--- src/design/twsc_pkg.sv ---
// Shared types, character codes and a helper function for the word and syllable counter.
package twsc_pkg;

  localparam int LETTER_BITS = 5;
  localparam int LEN_BITS    = 8;
  localparam int SYL_BITS    = 8;
  localparam int OUT_BITS    = 32;
  localparam int CLS_DEPTH   = 2;
  localparam int RES_DEPTH   = 2;

  typedef logic [LETTER_BITS-1:0] letter_t;

  // Letter codes: 1 for 'a' through 26 for 'z', 0 for an empty slot.
  localparam letter_t LTR_A = 5'd1;
  localparam letter_t LTR_C = 5'd3;
  localparam letter_t LTR_D = 5'd4;
  localparam letter_t LTR_E = 5'd5;
  localparam letter_t LTR_G = 5'd7;
  localparam letter_t LTR_I = 5'd9;
  localparam letter_t LTR_L = 5'd12;
  localparam letter_t LTR_O = 5'd15;
  localparam letter_t LTR_R = 5'd18;
  localparam letter_t LTR_S = 5'd19;
  localparam letter_t LTR_T = 5'd20;
  localparam letter_t LTR_U = 5'd21;
  localparam letter_t LTR_X = 5'd24;
  localparam letter_t LTR_Y = 5'd25;
  localparam letter_t LTR_Z = 5'd26;

  localparam logic [7:0] CH_SPACE   = 8'h20;
  localparam logic [7:0] CH_TAB     = 8'h09;
  localparam logic [7:0] CH_CR      = 8'h0D;
  localparam logic [7:0] CH_DOT     = 8'h2E;
  localparam logic [7:0] CH_BANG    = 8'h21;
  localparam logic [7:0] CH_QUEST   = 8'h3F;
  localparam logic [7:0] CH_UPPER_A = 8'h41;
  localparam logic [7:0] CH_UPPER_Z = 8'h5A;
  localparam logic [7:0] CH_LOWER_A = 8'h61;
  localparam logic [7:0] CH_LOWER_Z = 8'h7A;

  // One classified byte as it travels from the front end to the word engine.
  typedef struct packed {
    logic    eot;
    logic    space;
    logic    term;
    logic    letter;
    logic    vowel;
    letter_t code;
  } cls_t;

  // One result as it waits for the consumer.
  typedef struct packed {
    logic [SYL_BITS-1:0] word_syllables;
    logic [OUT_BITS-1:0] words_total;
    logic [OUT_BITS-1:0] sentences_total;
    logic [OUT_BITS-1:0] syllables_total;
    logic                is_final;
  } res_t;

  function automatic logic is_vowel(input letter_t c);
    return (c == LTR_A) || (c == LTR_E) || (c == LTR_I) ||
           (c == LTR_O) || (c == LTR_U) || (c == LTR_Y);
  endfunction

endpackage

--- src/design/text_word_syllable_counter.sv ---
// Top level of the text word, sentence and syllable counter.
//
// Usage: text bytes enter through a queue-style port. A byte with its
// end_of_text flag is taken at a rising edge where push is high and full is
// low. Whitespace ends a word; each ended word produces one result carrying
// its syllable score and the running word, sentence and syllable totals.
// A request with end_of_text set always produces a final result (is_final
// high) and then returns every counter to zero.
// Results leave through a second queue: while empty is low the oldest result
// sits on the output ports, and it is taken at an edge where pop is high.
// Throughput is one byte per cycle while the output queue has room; the
// word engine takes a byte whenever the classification queue holds one.
// A request is first registered in the classification queue; the word
// engine then writes its result into the output queue for the consumer.
// When the consumer stalls, the output queue fills, the word engine holds,
// the classification queue fills and full rises; nothing is lost.
// Reset clears all queues, the word state and the totals.
module text_word_syllable_counter
  import twsc_pkg::*;
#(
  parameter int COUNT_BITS       = 32,
  parameter int MAX_WORD_LETTERS = 255
) (
  input  logic                clk_i,
  input  logic                rst_ni,
  input  logic                push,
  output logic                full,
  input  logic [7:0]          char_byte_i,
  input  logic                end_of_text_i,
  output logic                empty,
  input  logic                pop,
  output logic [SYL_BITS-1:0] word_syllables_o,
  output logic [OUT_BITS-1:0] words_total_o,
  output logic [OUT_BITS-1:0] sentences_total_o,
  output logic [OUT_BITS-1:0] syllables_total_o,
  output logic                is_final_o
);

  cls_t cls_in, cls_head;
  logic cls_wr, cls_empty, cls_pop;
  res_t res_in, res_head;
  logic res_push, res_full;

  // Front end: classify each byte as it arrives.
  twsc_front u_front (
    .push_i        (push),
    .char_byte_i   (char_byte_i),
    .end_of_text_i (end_of_text_i),
    .wr_en_o       (cls_wr),
    .cls_o         (cls_in)
  );

  // Decoupling queue between classification and the word engine.
  twsc_fifo #(
    .item_t (cls_t),
    .DEPTH  (CLS_DEPTH)
  ) u_cls_fifo (
    .clk_i     (clk_i),
    .rst_ni    (rst_ni),
    .wr_en_i   (cls_wr),
    .wr_data_i (cls_in),
    .full_o    (full),
    .rd_en_i   (cls_pop),
    .rd_data_o (cls_head),
    .empty_o   (cls_empty)
  );

  // Word engine: per-byte update, scoring and saturating totals.
  twsc_back #(
    .COUNT_BITS       (COUNT_BITS),
    .MAX_WORD_LETTERS (MAX_WORD_LETTERS)
  ) u_back (
    .clk_i       (clk_i),
    .rst_ni      (rst_ni),
    .cls_i       (cls_head),
    .cls_empty_i (cls_empty),
    .cls_pop_o   (cls_pop),
    .res_full_i  (res_full),
    .res_push_o  (res_push),
    .res_o       (res_in)
  );

  // Output queue so the engine keeps working while a result waits.
  twsc_fifo #(
    .item_t (res_t),
    .DEPTH  (RES_DEPTH)
  ) u_res_fifo (
    .clk_i     (clk_i),
    .rst_ni    (rst_ni),
    .wr_en_i   (res_push),
    .wr_data_i (res_in),
    .full_o    (res_full),
    .rd_en_i   (pop),
    .rd_data_o (res_head),
    .empty_o   (empty)
  );

  assign word_syllables_o  = res_head.word_syllables;
  assign words_total_o     = res_head.words_total;
  assign sentences_total_o = res_head.sentences_total;
  assign syllables_total_o = res_head.syllables_total;
  assign is_final_o        = res_head.is_final;

endmodule

--- src/design/twsc_fifo.sv ---
// Small register-based first-in first-out queue used between the pipeline parts.
module twsc_fifo
  import twsc_pkg::*;
#(
  parameter type item_t = logic,
  parameter int  DEPTH  = 2
) (
  input  logic  clk_i,
  input  logic  rst_ni,
  input  logic  wr_en_i,
  input  item_t wr_data_i,
  output logic  full_o,
  input  logic  rd_en_i,
  output item_t rd_data_o,
  output logic  empty_o
);

  // DEPTH must be at least two.
  localparam int PTR_W = $clog2(DEPTH);
  localparam int CNT_W = $clog2(DEPTH + 1);

  item_t             mem_q [DEPTH];
  logic [PTR_W-1:0]  wr_ptr_q, rd_ptr_q;
  logic [CNT_W-1:0]  count_q;
  logic              do_wr, do_rd;

  assign full_o    = (count_q == CNT_W'(DEPTH));
  assign empty_o   = (count_q == '0);
  assign do_wr     = wr_en_i && !full_o;
  assign do_rd     = rd_en_i && !empty_o;
  assign rd_data_o = mem_q[rd_ptr_q];

  always_ff @(posedge clk_i) begin
    if (do_wr) begin
      mem_q[wr_ptr_q] <= wr_data_i;
    end
  end

  always_ff @(posedge clk_i or negedge rst_ni) begin
    if (!rst_ni) begin
      wr_ptr_q <= '0;
      rd_ptr_q <= '0;
      count_q  <= '0;
    end else begin
      if (do_wr) begin
        wr_ptr_q <= (wr_ptr_q == PTR_W'(DEPTH - 1)) ? '0 : wr_ptr_q + 1'b1;
      end
      if (do_rd) begin
        rd_ptr_q <= (rd_ptr_q == PTR_W'(DEPTH - 1)) ? '0 : rd_ptr_q + 1'b1;
      end
      unique case ({do_wr, do_rd})
        2'b10:   count_q <= count_q + 1'b1;
        2'b01:   count_q <= count_q - 1'b1;
        default: count_q <= count_q;
      endcase
    end
  end

endmodule

--- src/design/twsc_front.sv ---
// Front end: sorts each incoming byte into whitespace, terminator, letter and vowel.
module twsc_front
  import twsc_pkg::*;
(
  input  logic       push_i,
  input  logic [7:0] char_byte_i,
  input  logic       end_of_text_i,
  output logic       wr_en_o,
  output cls_t       cls_o
);

  logic is_upper, is_lower;

  assign is_upper = (char_byte_i >= CH_UPPER_A) && (char_byte_i <= CH_UPPER_Z);
  assign is_lower = (char_byte_i >= CH_LOWER_A) && (char_byte_i <= CH_LOWER_Z);

  always_comb begin
    cls_o.eot    = end_of_text_i;
    cls_o.space  = (char_byte_i == CH_SPACE) ||
                   ((char_byte_i >= CH_TAB) && (char_byte_i <= CH_CR));
    cls_o.term   = (char_byte_i == CH_DOT) || (char_byte_i == CH_BANG) ||
                   (char_byte_i == CH_QUEST);
    cls_o.letter = is_upper || is_lower;
    // The low five bits of an ASCII letter are its alphabet position in either case.
    cls_o.code   = cls_o.letter ? char_byte_i[LETTER_BITS-1:0] : '0;
    cls_o.vowel  = is_vowel(cls_o.code);
  end

  assign wr_en_o = push_i;

endmodule

--- src/design/twsc_back.sv ---
// Word engine: tracks the current word, scores syllables and keeps the running totals.
module twsc_back
  import twsc_pkg::*;
#(
  parameter int COUNT_BITS       = 32,
  parameter int MAX_WORD_LETTERS = 255
) (
  input  logic clk_i,
  input  logic rst_ni,
  input  cls_t cls_i,
  input  logic cls_empty_i,
  output logic cls_pop_o,
  input  logic res_full_i,
  output logic res_push_o,
  output res_t res_o
);

  localparam logic [LEN_BITS-1:0] LEN_MAX = LEN_BITS'(MAX_WORD_LETTERS);

  logic                  in_word_q, in_word_d;
  logic                  term_q, term_d;
  logic [LEN_BITS-1:0]   len_q, len_d;
  logic                  allv_q, allv_d;
  letter_t               recent_q [4];
  letter_t               recent_d [4];
  logic [SYL_BITS-1:0]   pair_q, pair_d;
  logic [COUNT_BITS-1:0] words_q, words_d;
  logic [COUNT_BITS-1:0] sents_q, sents_d;
  logic [COUNT_BITS-1:0] syls_q, syls_d;

  logic                  finish, emit;
  logic [SYL_BITS-1:0]   score;
  logic [COUNT_BITS-1:0] words_new, sents_new, syls_new;

  function automatic logic [COUNT_BITS-1:0] sat_add(input logic [COUNT_BITS-1:0] a,
                                                    input logic [SYL_BITS-1:0]   b);
    logic [COUNT_BITS:0] sum;
    sum = {1'b0, a} + {{(COUNT_BITS + 1 - SYL_BITS){1'b0}}, b};
    if (sum[COUNT_BITS] || (&sum[COUNT_BITS-1:0])) begin
      return '1;
    end
    return sum[COUNT_BITS-1:0];
  endfunction

  // Syllable score of the word held in the state registers.
  always_comb begin
    letter_t    c0, c1, c2, c3;
    logic       ious, ier, ed_key, es_key, key, ending2;
    logic [1:0] fin;
    logic [9:0] s;
    c0 = recent_q[0];
    c1 = recent_q[1];
    c2 = recent_q[2];
    c3 = recent_q[3];
    ious = (len_q > 8'd4) && (c3 == LTR_I) && (c2 == LTR_O) && (c1 == LTR_U) &&
           (c0 == LTR_S);
    ier  = (len_q > 8'd3) && (c2 == LTR_I) && (c1 == LTR_E) && (c0 == LTR_R);
    ed_key = (c1 == LTR_E) && (c0 == LTR_D) &&
             !((c2 == LTR_D) || (c2 == LTR_T)) &&
             !((c2 == LTR_R) && (len_q > 8'd3) && (c3 != LTR_R)) &&
             !((c2 == LTR_L) && (len_q > 8'd3) && !is_vowel(c3));
    es_key = (c1 == LTR_E) && (c0 == LTR_S) && (len_q > 8'd3) &&
             !((c2 == LTR_C) || (c2 == LTR_G) || (c2 == LTR_X) ||
               (c2 == LTR_S) || (c2 == LTR_Z)) &&
             ((c2 != LTR_L) || ((len_q > 8'd4) && is_vowel(c3)));
    key = (len_q > 8'd2) && (ed_key || es_key);
    ending2 = ((c1 == LTR_E) && (c0 == LTR_A)) || ((c1 == LTR_I) && (c0 == LTR_I)) ||
              ((c1 == LTR_I) && (c0 == LTR_O)) || ((c1 == LTR_U) && (c0 == LTR_A)) ||
              ((c1 == LTR_U) && (c0 == LTR_O));
    priority if (len_q == 8'd1) begin
      fin = is_vowel(c0) ? 2'd1 : 2'd0;
    end else if (!is_vowel(c0) || ((c0 == LTR_E) && !is_vowel(c1))) begin
      fin = 2'd0;
    end else if (ending2) begin
      fin = 2'd2;
    end else begin
      fin = 2'd1;
    end
    s = {2'b00, pair_q} + 10'(ious) + 10'(ier) + 10'(fin) - 10'(key);
    priority if (len_q == '0) begin
      score = '0;
    end else if (allv_q) begin
      score = len_q;
    end else if (s[9] || (s == '0)) begin
      score = 8'd1;
    end else if (s[8]) begin
      score = '1;
    end else begin
      score = s[7:0];
    end
  end

  assign cls_pop_o  = !cls_empty_i && !res_full_i;
  assign finish     = cls_pop_o && in_word_q && (cls_i.eot || cls_i.space);
  assign emit       = cls_pop_o && (cls_i.eot || (cls_i.space && in_word_q));
  assign res_push_o = emit;

  assign words_new = finish ? sat_add(words_q, 8'd1) : words_q;
  assign sents_new = (finish && term_q) ? sat_add(sents_q, 8'd1) : sents_q;
  assign syls_new  = finish ? sat_add(syls_q, score) : syls_q;

  always_comb begin
    res_o.word_syllables  = finish ? score : '0;
    res_o.words_total     = OUT_BITS'(words_new);
    res_o.sentences_total = OUT_BITS'(sents_new);
    res_o.syllables_total = OUT_BITS'(syls_new);
    res_o.is_final        = cls_i.eot;
  end

  // Next word state.
  always_comb begin
    logic [1:0]          add;
    logic [SYL_BITS:0]   pair_sum;
    add       = '0;
    pair_sum  = '0;
    in_word_d = in_word_q;
    term_d    = term_q;
    len_d     = len_q;
    allv_d    = allv_q;
    pair_d    = pair_q;
    recent_d  = recent_q;
    words_d   = words_new;
    sents_d   = sents_new;
    syls_d    = syls_new;
    if (cls_pop_o) begin
      priority if (cls_i.eot || cls_i.space) begin
        in_word_d = 1'b0;
        term_d    = 1'b0;
        len_d     = '0;
        allv_d    = 1'b1;
        pair_d    = '0;
        recent_d  = '{default: '0};
        if (cls_i.eot) begin
          words_d = '0;
          sents_d = '0;
          syls_d  = '0;
        end
      end else begin
        in_word_d = 1'b1;
        term_d    = term_q || cls_i.term;
        if (cls_i.letter) begin
          if (len_q != '0) begin
            add = 2'(is_vowel(recent_q[0]) && !cls_i.vowel) +
                  2'((recent_q[0] == LTR_I) && (cls_i.code == LTR_A)) +
                  2'((recent_q[0] == LTR_E) && (cls_i.code == LTR_O));
            pair_sum = {1'b0, pair_q} + {{(SYL_BITS - 1){1'b0}}, add};
            pair_d   = pair_sum[SYL_BITS] ? '1 : pair_sum[SYL_BITS-1:0];
          end
          recent_d[3] = recent_q[2];
          recent_d[2] = recent_q[1];
          recent_d[1] = recent_q[0];
          recent_d[0] = cls_i.code;
          if (len_q < LEN_MAX) begin
            len_d = len_q + 1'b1;
          end
          allv_d = allv_q && cls_i.vowel;
        end
      end
    end
  end

  always_ff @(posedge clk_i or negedge rst_ni) begin
    if (!rst_ni) begin
      in_word_q <= 1'b0;
      term_q    <= 1'b0;
      len_q     <= '0;
      allv_q    <= 1'b1;
      pair_q    <= '0;
      recent_q  <= '{default: '0};
      words_q   <= '0;
      sents_q   <= '0;
      syls_q    <= '0;
    end else begin
      in_word_q <= in_word_d;
      term_q    <= term_d;
      len_q     <= len_d;
      allv_q    <= allv_d;
      pair_q    <= pair_d;
      recent_q  <= recent_d;
      words_q   <= words_d;
      sents_q   <= sents_d;
      syls_q    <= syls_d;
    end
  end

endmodule

--- config.mk ---
export PLATFORM = sky130hd
export DESIGN_NAME = text_word_syllable_counter
export DESIGN_NICKNAME = d
export VERILOG_FILES = /design/src/design/twsc_pkg.sv /design/src/design/text_word_syllable_counter.sv /design/src/design/twsc_fifo.sv /design/src/design/twsc_front.sv /design/src/design/twsc_back.sv
export SDC_FILE = /design/constraint.sdc
export NUM_CORES = 1
export LEC_CHECK = 0
export BUFFER_PORTS_ARGS = -buffer_cell sky130_fd_sc_hd__buf_4
export CAP_MARGIN = 20
export CELL_PAD_IN_SITES_DETAIL_PLACEMENT = 0
export CELL_PAD_IN_SITES_GLOBAL_PLACEMENT = 2
export CORE_ASPECT_RATIO = 0.75
export CORE_MARGIN = 1.5
export CORE_UTILIZATION = 37
export DETAILED_ROUTE_END_ITERATION = 8
export PLACE_DENSITY_LB_ADDON = 0.1
export SLEW_MARGIN = 40
export SYNTH_ARGS = -nofsm -noshare
export SYNTH_HDL_FRONTEND = slang
export SYNTH_HIERARCHICAL = 1
export SYNTH_SLANG_ARGS = --single-unit
export TNS_END_PERCENT = 10
--- constraint.sdc ---
create_clock -name clk_i -period 7.4 [get_ports clk_i]
set_clock_uncertainty 0.2 [all_clocks]
set_input_delay 0.37 -clock clk_i [delete_from_list [all_inputs] [get_ports clk_i]]
set_output_delay 0.37 -clock clk_i [all_outputs]
set_load 0.1 [all_outputs]
==> impl_metrics.ini <==
[critical_path]
start_kind = register
rr_worst_depth = 36
worstReg2RegEnd = u_res_fifo/mem_q[1][24]
endpoint = u_res_fifo/mem_q[1][24]
timing.critical_path.max_delay_family = compound AO/OA/AOI/OAI gates
critical-path-max-stage-delay_ps = 550
cp_max_fo = 5
startpoint = u_back/len_q[6]
reg2reg_from = u_back/len_q[6]
crit_arrival_ps = 7700
crit_cells = 36
worstSetupPathType = register to register
ff2ff_setup_slack_ps = -90
cp.required_ps = 7620
end_kind = register
crit_path_top_delay_cell = or4_4
critPathBufInv = 6

[clock_network]
clk_pin_slew_ps = 60
cts.sinks = 373
clockRootBuffer = clkbuf_16
cts_buffers = 40
cts_buffer_depth = 3
h-tree-depth = 2
tritoncts = yes
clock_latency_ps = 560

[placed_design]
hpwlAfterDp_um = 35420
place_congestion = 0.8595
place_area_mm2 = 0.02145
placedCellCount = 2517
numPortBuffers = 119

[logic_synthesis]
synth_flop_cell = edfxtp_1
ys_ff_latch = 373
syn_nets = 1768
syn_area_mm2 = 0.01931
synthArstFlopShare_pct = 38.34
yosysWarningCount = 6
synth-compound-area-share_pct = 11.11
synth-adder-area-share_pct = 3.240
syn_avg_cell_area_um2 = 11.30
synth-simple-area-share_pct = 17.67
ys_seq_area_share_pct = 54.32
synth_top_family_by_area = simple AND/OR/NAND/NOR gates
synth_edf_count = 230
synth_xor_xnor_area_share_pct = 2.722
muxShareOfSynthArea_pct = 7.712
yosysTopAreaCell = edfxtp_1
syn-instance-count = 1708
synth_top_area_share_pct = 35.77
synth.area.top_cells = edfxtp_1 36%, dfrtp_1 18%, mux2_2 4.5%, mux2_4 3.1%, nor2_1 2.8%
synth.distinct_cells = 86

[floorplan]
coreArea_mm2 = 0.05153
start_util_pct = 37.47
io_pins = 120
die_w_um = 266.8
rows = 72
die-height_um = 200.8
die_area_mm2 = 0.05357

[route]
antenna_left = 0
vias_per_cell = 5.389
vias = 14030
wl_per_cell_um = 19.94
drtIter0Drc = 1058
drt-pass1-iter-count = 5
drt-total-wl_um = 51910
drc = 0

[timing]
hold_violations = 0
setup_viol = 3
fin_crit_sh_pct = 101.2
max_freq_mhz = 133.6
rsz0062_at_grt = true
relSlewSlack_pct = 38.03
slew_viol_final = 0
fin_ws_ps = -86.47
worst_slew_pin_slew_ps = 922.5
min_period_ps = 7486

[grt]
grt_pass1_vias = 13740
grt_overflow = 0
grt_max_degree = 78
antenna_found_initial = 0
grt_pass1_wl_um = 81230
track_usage_pct = 19.48

[cells_and_area]
drive_gt1_share_pct = 25.74
final_nets = 1930
syn2layout_area_growth_pct = 20.01
final_area_mm2 = 0.02317
diodes = 0
multi_input_area_mm2 = 0.008588
final_cells = 2603
final_cell_mix = 230 x edfxtp_1, 198 x buf_4, 141 x dfrtp_1
seq_area_mm2 = 0.01049
fillCellCount = 4875
final_common_cell = edfxtp_1

[pwr]
ir_drop_v = 0.0004922
p_per_area_mw_per_mm2 = 466.3
total_power_mw = 10.80
p_leak_nw = 8.752

[worst_hold_path]
worstHoldPathType = input port to register

[outcome]
status = finished, violations left
violations = negative setup slack

[flow_run]
maxCapViolations = 0
## timing repair
| item | 4_1_cts | 5_1_grt |
|---|---|---|
| buffers inserted | 1 | 7 |
| pin swaps | 14 | 36 |
| resized for setup | 12 | 49 |
| hold buffers | 6 | 0 |
| endpoints found under the hold margin | 83 | 0 |
| setup endpoints to repair | 5 | 94 |
## synthesized netlist by cell type (5+ instances only)
| cell type | count |
|---|---|
| buf_2 | 13 |
| nand2b_1 | 14 |
| nor3_1 | 60 |
| or2_2 | 8 |
| o21ai_0 | 49 |
| or3_1 | 13 |
| a22o_1 | 22 |
| a311oi_1 | 7 |
| o22ai_1 | 12 |
| inv_1 | 38 |
| nand3b_1 | 9 |
| o21a_1 | 13 |
| nand4_1 | 44 |
| buf_6 | 10 |
| or4_1 | 9 |
| nand3_1 | 47 |
| and3_1 | 37 |
| o31a_1 | 8 |
| clkbuf_1 | 67 |
| mux2_2 | 78 |
| a2111oi_0 | 5 |
| a211oi_1 | 7 |
| and4_1 | 14 |
| edfxtp_1 | 230 |
| a21boi_0 | 5 |
| o21bai_1 | 5 |
| o211ai_1 | 6 |
| xor2_1 | 22 |
| dfrtp_1 | 142 |
| nor4_1 | 29 |
| ha_1 | 42 |
| fa_1 | 5 |
| and2_1 | 75 |
| a31oi_1 | 41 |
| xnor2_1 | 38 |
| nor2b_1 | 7 |
| nor2_1 | 146 |
| mux2_4 | 40 |
| a41oi_1 | 6 |
| nand2_1 | 109 |
| a21oi_1 | 99 |
## power breakdown
part           total, mW  leakage (nW)  internal (mW)  switching, mW
Clock               2.00         0.628           1.17          0.831
Sequential          3.38          4.02           2.98          0.401
Combinational       5.42          4.10           1.40           4.02
Total               10.8          8.75           5.55           5.26
## stage by stage
stage | util, % | hold WS (ps) | setup TNS (ps) | worst slack, ps
floorplan | - | -125.6 | 0 | 16.28
global placement | 41.39 | 265.2 | -294.9 | -100.3
detailed placement | 41.63 | 284.5 | -622.6 | -214.0
CTS | 44.36 | 5.092 | 0 | 5.961
global route | 44.96 | 31.06 | -2349 | -417.0
finish | 44.96 | 40.24 | -233.7 | -86.47
## layer usage
metal | track usage [%] | up-vias | part of all wire (%)
met3 | 2.870 | 60 | 4.2
met4 | 4.566 | 0 | 1.8
met1 | 30.40 | 6957 | 52
li1 | - | 6702 | -
met5 | 0 | - | 0
met2 | 28.17 | 309 | 42
## flip-flops by register name (all words and copies together), names as in the netlist, 2 cells and up
signal,count
u_back/len_q,8
u_back/recent_q,20
u_cls_fifo/mem_q,20
u_cls_fifo/count_q,2
u_res_fifo/mem_q,210
u_back/syls_q,32
u_back/pair_q,8
u_back/sents_q,32
u_res_fifo/count_q,2
u_back/words_q,32
## cells by family (layout without fill, tap and decap cells)
kind of cell,after synthesis,after routing
adder cells (fa/ha/maj),47,47
buffers and inverters,137,329
AND/OR/NAND/NOR,646,646
flip-flops,373,373
XOR/XNOR,60,60
multiplexers,119,119
AO/OA/AOI/OAI,326,326
## final cells by class
type,count,share of cell area [%]
multi-input combinational,1198,37.07
inverter,38,0.6157
tap,703,3.797
clock inverter,21,0.9181
sequential,373,45.28
clock buffer,51,4.634
timing repair buffer,219,7.690
## worst min path at each step
stage,from,depth (start not counted),slack [ps],end
after floorplan,rst_ni,0,-130,u_back/in_word_q
after detailed placement,u_cls_fifo/count_q[1],1,280,u_cls_fifo/count_q[1]
final,char_byte_i[4],2,40,u_cls_fifo/mem_q[0][3]
after global placement,rst_ni,1,270,u_back/words_q[7]
after global routing,char_byte_i[4],2,30,u_cls_fifo/mem_q[0][3]
after CTS,char_byte_i[4],2,5,u_cls_fifo/mem_q[0][3]
Power figures use the tool's default switching activity.
